[src/rtl/core/spdcmd_pkg.sv]
// shared constants and types of the speed command line parser
`default_nettype none

package spdcmd_pkg;

  // default line buffer depth
  localparam int unsigned LineDepth = 15;

  // ascii codes
  localparam logic [7:0] ChCr    = 8'h0D;
  localparam logic [7:0] ChLf    = 8'h0A;
  localparam logic [7:0] ChS     = 8'h73;
  localparam logic [7:0] ChP     = 8'h70;
  localparam logic [7:0] ChD     = 8'h64;
  localparam logic [7:0] ChMinus = 8'h2D;
  localparam logic [7:0] ChZero  = 8'h30;

  // byte positions inside a line
  localparam int unsigned PosS     = 0;
  localparam int unsigned PosP     = 1;
  localparam int unsigned PosD     = 2;
  localparam int unsigned PosSign  = 4;
  localparam int unsigned PosDigit = 5;

  // result widths
  localparam int unsigned RpmW      = 33;
  localparam int unsigned SetpointW = 45;

  // 2*pi/60 in q.32
  localparam int unsigned KW = 29;
  localparam logic [KW-1:0] RpmToRadQ32 = 29'd449767923;

  // fixed point scaling of the product
  localparam int unsigned FracShift = 16;

  typedef logic signed [RpmW-1:0]      rpm_t;
  typedef logic signed [SetpointW-1:0] setpoint_t;

endpackage

`default_nettype wire

[src/rtl/core/spdcmd_scale.sv]
// multi-cycle rpm to rad/s scaling unit, signed q.16 with rounding half away from zero
`default_nettype none

module spdcmd_scale (
  input  wire                    clk_i,
  input  wire                    rst_ni,
  input  wire                    start_i,
  input  spdcmd_pkg::rpm_t       rpm_i,
  output logic                   done_o,
  output spdcmd_pkg::setpoint_t  setpoint_o
);

  localparam int unsigned MagW = spdcmd_pkg::RpmW;
  localparam int unsigned LoW  = spdcmd_pkg::FracShift;
  localparam int unsigned HiW  = MagW - LoW;
  localparam int unsigned PloW = LoW + spdcmd_pkg::KW;
  localparam int unsigned PhiW = HiW + spdcmd_pkg::KW;
  localparam int unsigned SpW  = spdcmd_pkg::SetpointW;

  localparam logic [2:0] S_IDLE = 3'd0;
  localparam logic [2:0] S_MAG  = 3'd1;
  localparam logic [2:0] S_LO   = 3'd2;
  localparam logic [2:0] S_HI   = 3'd3;
  localparam logic [2:0] S_SUM  = 3'd4;

  logic [2:0]      state_q, state_d;
  logic            done_q, done_d;
  logic            neg_q;
  logic [MagW-1:0] rpm_q;
  logic [MagW-1:0] mag_q;
  logic [PloW-1:0] p_lo_q, p_lo_d;
  logic [PhiW-1:0] p_hi_q, p_hi_d;
  logic [PloW-1:0] lo_rnd;
  logic [PhiW-1:0] q_sum;
  logic [SpW-1:0]  q_mag;
  logic [SpW-1:0]  sp_q, sp_d;

  always_comb begin
    p_lo_d = PloW'(mag_q[LoW-1:0]) * PloW'(spdcmd_pkg::RpmToRadQ32);
    p_hi_d = PhiW'(mag_q[MagW-1:LoW]) * PhiW'(spdcmd_pkg::RpmToRadQ32);
    lo_rnd = p_lo_q + PloW'(1 << (LoW - 1));
    q_sum  = p_hi_q + PhiW'(lo_rnd >> LoW);
    q_mag  = q_sum[SpW-1:0];
    sp_d   = neg_q ? (SpW'(0) - q_mag) : q_mag;
  end

  always_comb begin
    state_d = state_q;
    done_d  = 1'b0;
    unique case (state_q)
      S_IDLE: if (start_i) state_d = S_MAG;
      S_MAG:  state_d = S_LO;
      S_LO:   state_d = S_HI;
      S_HI:   state_d = S_SUM;
      S_SUM: begin
        state_d = S_IDLE;
        done_d  = 1'b1;
      end
      default: state_d = S_IDLE;
    endcase
  end

  always_ff @(posedge clk_i or negedge rst_ni) begin
    if (!rst_ni) begin
      state_q <= S_IDLE;
      done_q  <= 1'b0;
    end else begin
      state_q <= state_d;
      done_q  <= done_d;
    end
  end

  always_ff @(posedge clk_i) begin
    if (state_q == S_IDLE && start_i) begin
      rpm_q <= rpm_i;
      neg_q <= rpm_i[MagW-1];
    end
    if (state_q == S_MAG) mag_q <= neg_q ? (MagW'(0) - rpm_q) : rpm_q;
    if (state_q == S_LO)  p_lo_q <= p_lo_d;
    if (state_q == S_HI)  p_hi_q <= p_hi_d;
    if (state_q == S_SUM) sp_q <= sp_d;
  end

  assign done_o     = done_q;
  assign setpoint_o = sp_q;

endmodule

`default_nettype wire

[src/rtl/core/speed_command_line_parser_core.sv]
// speed command line parser: line buffer memory, digit sequencer and setpoint output
// result path: a cr lf ending an "spd" line starts a sweep of the buffer read port
//   (one byte per cycle, registered read), then the sign step, the scaling unit and
//   the output register
// throughput: one byte per cycle between line ends; input stalls while a line is parsed
// reset: write position and all control clear at once; buffer contents stay undefined
`default_nettype none

module speed_command_line_parser_core #(
  parameter int unsigned LINE_DEPTH = spdcmd_pkg::LineDepth
) (
  input  wire                    clk_i,
  input  wire                    rst_ni,
  input  wire                    in_valid_i,
  output logic                   in_ready_o,
  input  wire  [7:0]             rx_byte_i,
  output logic                   out_valid_o,
  input  wire                    out_ready_i,
  output spdcmd_pkg::rpm_t       speed_rpm_value_o,
  output spdcmd_pkg::setpoint_t  speed_setpoint_o
);

  localparam int unsigned IdxW = $clog2(LINE_DEPTH);
  localparam int unsigned RpmW = spdcmd_pkg::RpmW;

  // sequencer states
  localparam logic [2:0] ST_IDLE  = 3'd0;
  localparam logic [2:0] ST_READ  = 3'd1;
  localparam logic [2:0] ST_SIGN  = 3'd2;
  localparam logic [2:0] ST_SCALE = 3'd3;
  localparam logic [2:0] ST_OUT   = 3'd4;

  logic [2:0] state_q, state_d;

  // line buffer, one write and one registered read port
  logic [7:0] line_mem [LINE_DEPTH];

  logic [IdxW-1:0] idx_q, idx_d;       // next write position
  logic            prev_cr_q;          // last written byte was a cr
  logic [IdxW-1:0] last_q, last_d;     // last buffer position to read, byte before the cr
  logic [IdxW-1:0] rd_ptr_q, rd_ptr_d;
  logic            rd_vld_q;
  logic [IdxW-1:0] rd_tag_q;
  logic [7:0]      rd_data_q;

  logic            match_q, match_d;   // line starts with "spd"
  logic            neg_q, neg_d;       // minus sign at byte 4
  logic [RpmW-1:0] acc_q, acc_d;       // digit accumulator, modulo 2^33
  logic [RpmW-1:0] rpm_d;
  logic [RpmW-1:0] rpm_q;

  logic            in_acc;
  logic            line_end;
  logic            parse_start;
  logic            read_done;
  logic [7:0]      digit;

  logic            scale_done;
  spdcmd_pkg::setpoint_t scale_sp;

  logic            out_vld_q, out_vld_d;
  logic            out_load;
  logic [RpmW-1:0] out_rpm_q;
  spdcmd_pkg::setpoint_t out_sp_q;

  // ---------------------------------------------------------------------------
  // byte intake: write at the current position, find cr lf line ends
  // ---------------------------------------------------------------------------
  assign in_ready_o = (state_q == ST_IDLE);
  assign in_acc     = in_valid_i && in_ready_o;

  // a lf at position 0 never ends a line: the cr would sit at position -1
  assign line_end    = in_acc && (idx_q != '0) && prev_cr_q && (rx_byte_i == spdcmd_pkg::ChLf);
  // lines shorter than five bytes cannot start with "spd" and end in cr lf
  assign parse_start = line_end && (idx_q >= IdxW'(spdcmd_pkg::PosSign));

  always_comb begin
    idx_d = idx_q;
    if (in_acc) begin
      if (line_end || idx_q == IdxW'(LINE_DEPTH - 1)) begin
        idx_d = '0;
      end else begin
        idx_d = idx_q + IdxW'(1);
      end
    end
  end

  always_ff @(posedge clk_i) begin
    if (in_acc) line_mem[idx_q] <= rx_byte_i;
  end

  // ---------------------------------------------------------------------------
  // parse sweep: read positions 0 up to the byte before the cr
  // ---------------------------------------------------------------------------
  always_ff @(posedge clk_i) begin
    rd_data_q <= line_mem[rd_ptr_q];
    rd_tag_q  <= rd_ptr_q;
  end

  // digit value is the byte minus '0' in 8 bit two's complement
  assign digit     = rd_data_q - spdcmd_pkg::ChZero;
  assign read_done = rd_vld_q && (rd_tag_q == last_q);

  always_comb begin
    match_d = match_q;
    neg_d   = neg_q;
    acc_d   = acc_q;
    if (rd_vld_q) begin
      if (rd_tag_q == IdxW'(spdcmd_pkg::PosS)) begin
        match_d = match_q && (rd_data_q == spdcmd_pkg::ChS);
      end
      if (rd_tag_q == IdxW'(spdcmd_pkg::PosP)) begin
        match_d = match_q && (rd_data_q == spdcmd_pkg::ChP);
      end
      if (rd_tag_q == IdxW'(spdcmd_pkg::PosD)) begin
        match_d = match_q && (rd_data_q == spdcmd_pkg::ChD);
      end
      if (rd_tag_q == IdxW'(spdcmd_pkg::PosSign)) begin
        neg_d = (rd_data_q == spdcmd_pkg::ChMinus);
      end
      // most significant digit first: acc * 10 + digit
      if (rd_tag_q >= IdxW'(spdcmd_pkg::PosDigit)) begin
        acc_d = (acc_q << 3) + (acc_q << 1) + {{(RpmW - 8){digit[7]}}, digit};
      end
    end
    if (parse_start) begin
      match_d = 1'b1;
      neg_d   = 1'b0;
      acc_d   = '0;
    end
  end

  assign rd_ptr_d = parse_start ? '0 : (state_q == ST_READ ? rd_ptr_q + IdxW'(1) : rd_ptr_q);
  assign last_d   = parse_start ? idx_q - IdxW'(2) : last_q;

  // ---------------------------------------------------------------------------
  // sequencer
  // ---------------------------------------------------------------------------
  assign rpm_d    = neg_q ? (RpmW'(0) - acc_q) : acc_q;
  assign out_load = (state_q == ST_OUT) && (!out_vld_q || out_ready_i);

  always_comb begin
    state_d = state_q;
    unique case (state_q)
      ST_IDLE:  if (parse_start) state_d = ST_READ;
      ST_READ:  if (read_done) state_d = match_d ? ST_SIGN : ST_IDLE;
      ST_SIGN:  state_d = ST_SCALE;
      ST_SCALE: if (scale_done) state_d = ST_OUT;
      ST_OUT:   if (out_load) state_d = ST_IDLE;
      default:  state_d = ST_IDLE;
    endcase
  end

  spdcmd_scale u_scale (
    .clk_i      (clk_i),
    .rst_ni     (rst_ni),
    .start_i    (state_q == ST_SIGN),
    .rpm_i      (rpm_d),
    .done_o     (scale_done),
    .setpoint_o (scale_sp)
  );

  // output register, taken while the intake runs on
  always_comb begin
    out_vld_d = out_vld_q;
    if (out_ready_i) out_vld_d = 1'b0;
    if (out_load)    out_vld_d = 1'b1;
  end

  always_ff @(posedge clk_i or negedge rst_ni) begin
    if (!rst_ni) begin
      state_q   <= ST_IDLE;
      idx_q     <= '0;
      prev_cr_q <= 1'b0;
      rd_vld_q  <= 1'b0;
      out_vld_q <= 1'b0;
    end else begin
      state_q   <= state_d;
      idx_q     <= idx_d;
      if (in_acc) prev_cr_q <= (rx_byte_i == spdcmd_pkg::ChCr);
      rd_vld_q  <= (state_q == ST_READ) && (rd_ptr_q <= last_q) && !read_done;
      out_vld_q <= out_vld_d;
    end
  end

  always_ff @(posedge clk_i) begin
    rd_ptr_q <= rd_ptr_d;
    last_q   <= last_d;
    match_q  <= match_d;
    neg_q    <= neg_d;
    acc_q    <= acc_d;
    if (state_q == ST_SIGN) rpm_q <= rpm_d;
    if (out_load) begin
      out_rpm_q <= rpm_q;
      out_sp_q  <= scale_sp;
    end
  end

  assign out_valid_o       = out_vld_q;
  assign speed_rpm_value_o = out_rpm_q;
  assign speed_setpoint_o  = out_sp_q;

  // ---------------------------------------------------------------------------
  // assertions
  // ---------------------------------------------------------------------------
  a_idx_range: assert property (@(posedge clk_i) disable iff (!rst_ni)
    {1'b0, idx_q} < (IdxW + 1)'(LINE_DEPTH))
    else $error("write position out of range");

  a_read_bound: assert property (@(posedge clk_i) disable iff (!rst_ni)
    rd_vld_q |-> (rd_tag_q <= last_q))
    else $error("buffer read beyond the end of the line");

  a_scale_owner: assert property (@(posedge clk_i) disable iff (!rst_ni)
    scale_done |-> (state_q == ST_SCALE))
    else $error("scaling unit finished outside the scale step");

  a_out_source: assert property (@(posedge clk_i) disable iff (!rst_ni)
    $rose(out_valid_o) |-> $past(state_q == ST_OUT))
    else $error("result shown without a finished parse");

endmodule

`default_nettype wire
[config.mk]
export PLATFORM = sky130hd
export DESIGN_NAME = speed_command_line_parser_core
export DESIGN_NICKNAME = d
export VERILOG_FILES = /design/src/rtl/core/spdcmd_pkg.sv /design/src/rtl/core/spdcmd_scale.sv /design/src/rtl/core/speed_command_line_parser_core.sv
export SDC_FILE = /design/constraint.sdc
export NUM_CORES = 2
export LEC_CHECK = 0
export ABC_CLOCK_PERIOD_IN_PS = 6100
export BUFFER_PORTS_ARGS = -buffer_cell sky130_fd_sc_hd__buf_4
export CELL_PAD_IN_SITES_DETAIL_PLACEMENT = 0
export CELL_PAD_IN_SITES_GLOBAL_PLACEMENT = 1
export CORE_MARGIN = 2
export CORE_UTILIZATION = 30
export CTS_CLUSTER_DIAMETER = 30
export DETAILED_ROUTE_END_ITERATION = 12
export HOLD_SLACK_MARGIN = 0.05
export MAX_ROUTING_LAYER = met4
export PLACE_DENSITY = 0.63
export SYNTH_ARGS = -nofsm -noshare
export SYNTH_HDL_FRONTEND = slang
export SYNTH_SLANG_ARGS = --single-unit
[constraint.sdc]
create_clock -name clk_i -period 6.1 [get_ports clk_i]
set_clock_uncertainty 0.15 [all_clocks]
set_input_delay 1.22 -clock clk_i [delete_from_list [all_inputs] [get_ports clk_i]]
set_output_delay 1.22 -clock clk_i [all_outputs]
set_load 0.005 [all_outputs]
==> results.txt <==
----------------------------------------------------
[Routing]
  Average routed wire per standard cell ... about 17 um
  Total detailed-routing wirelength ... 102400 um
  Number of vias after detailed routing ... 26460
  Number of iterations in the first detailed-routing pass ... 5
  Remaining DRCs ... 0
  Vias per Instance ... 4.484
  Detail Route Antenna Nets ... 0
  Initial detailed-routing violation count ... 1514

[Setup path]
  CP endpoint kind ... flop
  Crit Path Max Fanout ... 4
  Launching instance or port of the critical path ... u_scale.mag_q[11]
  Crit Reg-Reg Startpoint ... u_scale.mag_q[11]
  Critical path class ... flop to flop
  Arrival time at the worst endpoint ... 6.61 ns
  Startpoint types ... flop
  Data required, critical path ... 6.37 ns

[Yosys]
  Synth area leader ... sky130_fd_sc_hd__edfxtp_1
  Flip-flop and latch count after synthesis ... between 400 and 500
  Largest cells by area after synthesis ... sky130_fd_sc_hd__edfxtp_1 (31%), sky130_fd_sc_hd__fa_1 (21%), sky130_fd_sc_hd__ha_1 (13%)
  Area fraction of the dominant cell type after synthesis ... 31.26%
  Synth Net Count ... 4401
  Most used DFF post-synth ... sky130_fd_sc_hd__edfxtp_1
  Unique masters post-synth ... 94
  Number of synthesized flops with an enable pin ... 421
  Average cell area after synthesis ... 11.39 sq um
  Proportion of synthesized chip area in sequential cells ... around 35%
  Synthesis Warnings ... 0
  Post-Syn Instances ... 3550
  Area of the mapped netlist ... a little over 0.04 sq mm
  Share of flip-flops with an asynchronous set or reset ... 2.881%

[Finish]
  Share of cells above drive strength 1 ... 19.96%
  Net count, final ... 4880
  Non-filler cells in the finished layout ... between 5000 and 6000
  Multi-input combinational cell area ... 0.02426 sq mm
  Filler cells ... 13070
  Ant diodes ... 0
  Layout area overhead ... 24.39%
  Storage cell area ... roughly 0.014 sq mm

[Place]
  Weighted congestion at the end of routability-driven global placement ... 0.9113
  Post-Place Cells ... around 5700
  Dpl hpwl ... 83810 um
  Count of buffers inserted at the top-level ports ... between 90 and 100

[Clock network]
  TritonCTS clock tree ... yes
  Inserted Clock Buffers ... about 120
  CTS H-tree depth ... 3
  TritonCTS Sinks ... around 490
  Source-to-sink clock delay at the later pin of the worst-skew pair ... 0.75 ns
  Hold buffers post-CTS ... 0
  Root buffer cell ... sky130_fd_sc_hd__clkbuf_16
  Clock tree buffer depth ... 3
  Clock transition at the register clock pins on the worst setup and hold paths after CTS ... 0.05 ns

[Timing]
  Pins Over Slew Limit ... 0
  Max transition margin ... 21.45%
  Min setup slack post-route ... -0.2380 ns
  # setup viols final ... 19
  Summed negative setup slack over all endpoints ... -2.231 ns
  Fin crit share ... 103.9%
  RSZ-0062 raised after global routing ... true
  Worst-margin pin slew ... 1.173 ns
  Maximum operating frequency ... 0.1578 GHz
  Endpoints failing hold ... 0
  Shortest clock period the worst path allows after layout ... around 6.3 ns

[Floorplan]
  Die span in x ... between 300 and 400 um
  Cell row count ... 134
  Floorplan die height ... 371.1 um
  Core region area ... 0.1336 sq mm
  Ports placed on the boundary ... 92
  Die outline area ... around 0.14 sq mm
  Initial cell density of the core ... 30.26%

[GRT]
  Number of global-route vias before repair ... about 28000
  Total congestion overflow ... 0
  Global-route wire length before repair ... 159500 um
  Pin count of the biggest net entering global routing ... 74
  Antenna violations before repair ... 4
  Aggregate global-route resource usage ... 15.47%

[Hold path]
  Type of the most critical hold path ... input pin to async pin

[Status]
  Status ... finished with violations
  Violated checks ... negative setup slack

[Run]
  MaxCap Viol Count ... 0

----------------------------------------------------
critical path, cell delays in order, from the launching register on:
cell and delay, ns:
sky130_fd_sc_hd__edfxtp_1 0.41, sky130_fd_sc_hd__fa_1 0.52, sky130_fd_sc_hd__buf_4 0.18, sky130_fd_sc_hd__ha_1 0.31, sky130_fd_sc_hd__fa_1 0.57, sky130_fd_sc_hd__fa_2 0.48, sky130_fd_sc_hd__fa_1 0.55, sky130_fd_sc_hd__inv_1 0.06
sky130_fd_sc_hd__fa_1 0.52, sky130_fd_sc_hd__inv_1 0.04, sky130_fd_sc_hd__ha_1 0.31, sky130_fd_sc_hd__nand2_2 0.10, sky130_fd_sc_hd__o21ai_2 0.16, sky130_fd_sc_hd__a21oi_1 0.06, sky130_fd_sc_hd__o21a_1 0.21, sky130_fd_sc_hd__a21oi_4 0.23
sky130_fd_sc_hd__nor2_4 0.06, sky130_fd_sc_hd__o41a_1 0.44, sky130_fd_sc_hd__o211ai_1 0.26, sky130_fd_sc_hd__a31o_2 0.24, sky130_fd_sc_hd__a21oi_2 0.07, sky130_fd_sc_hd__xnor2_1 0.12
sequential cells by signal (all words and copies together), names as in the netlist, 45 cells and up:
| signal | cells |
|---|---|
| u_scale.p_hi_q | 45 |
| line_mem | 120 |
| u_scale.setpoint_o | 45 |
| speed_setpoint_o | 45 |
placed cells by master, fill, tap and decap left out, drive strengths merged, types with 41 or more instances in the layout:
cell type and count:
buf 414, a21oi 129, nor2 126, nand3 64, a21o 57, o21ai 118, inv 707, edfxtp 421
nor3 41, clkbuf 138, fa 420, nand2 176, ha 419, dfxtp 51, xnor2 209, xor2 54
cells by family (layout without fill, tap and decap cells):
logic type | after synthesis | after routing | synth area share, %
AO/OA/AOI/OAI | 519 | 519 | 8.484
XOR/XNOR | 263 | 263 | 5.696
adder cells (fa/ha/maj) | 839 | 839 | 33.76
buffers and inverters | 752 | 1335 | 6.996
flip-flops | 486 | 486 | 34.65
multiplexers | 46 | 46 | 2.129
AND/OR/NAND/NOR | 645 | 645 | 8.283
cell type report:
type | count | share of cell area [%]
Clock buffer | 138 | 6.017
Inverter | 698 | 5.214
Tap cell | 1768 | 4.398
Clock inverter | 85 | 2.017
Timing Repair Buffer | 414 | 6.268
Sequential cell | 486 | 27.86
Multi-Input combinational cell | 2312 | 48.22
through the flow:
step	utilization (%)	area (sq um)	setup WS [ns]	hold WS, ns
after global placement	34.08	45540	-0.4159	0.2538
after detailed placement	34.08	45540	-0.4190	0.2545
after global routing	37.64	50300	-0.4912	0.1589
after floorplan	-	40560	-0.1291	0.2030
after CTS	37.41	49990	-0.2469	0.1468
final	37.64	50300	-0.2380	0.2001
what timing repair did:
action | 4_1_cts | 5_1_grt
endpoints found under the setup margin | 26 | 35
setup buffers | 15 | 11
pin swaps | 74 | 46
gates cloned | 0 | 0
gates resized for setup | 78 | 48
synthesized netlist by cell type (all sizes together) (37+ instances only):
cell and n:
dfxtp 51, o21ai 118, a21oi 129, o21a 37
nand3 64, nand2 176, ha 419, fa 420
nor2 126, xnor2 209, xor2 54, nor3 41
a21o 57, edfxtp 421, inv 698, clkbuf 43
layer usage:
metal / part of all wire, % / GRT usage, % / vias up
li1: - / - / 13040
met1: 47 / 20.42 / 12850
met2: 48 / 24.92 / 434
met3: 3.7 / 2.209 / 140
met4: 2.1 / 4.033 / 0
met5: 0 / - / -
final timing paths:
| path | end | slack, ns | cells after the start |
|---|---|---|---|
| worst max-delay path | u_scale.p_lo_q[43] | -0.24 | 21 |
| worst min-delay path | idx_q[2] | 0.20 | 1 |
| worst max register to register | u_scale.p_lo_q[43] | -0.24 | 21 |
| worst min register to register | speed_rpm_value_o[26] | 0.25 | 0 |
| max in group asynchronous | u_scale.state_q[1] | 5.30 | 1 |
| min in group clk_i | speed_rpm_value_o[26] | 0.25 | 0 |
Power is left out: the tool's default activity adds up to more than one toggle a clock period on the data nets, which glitch-free logic cannot reach.
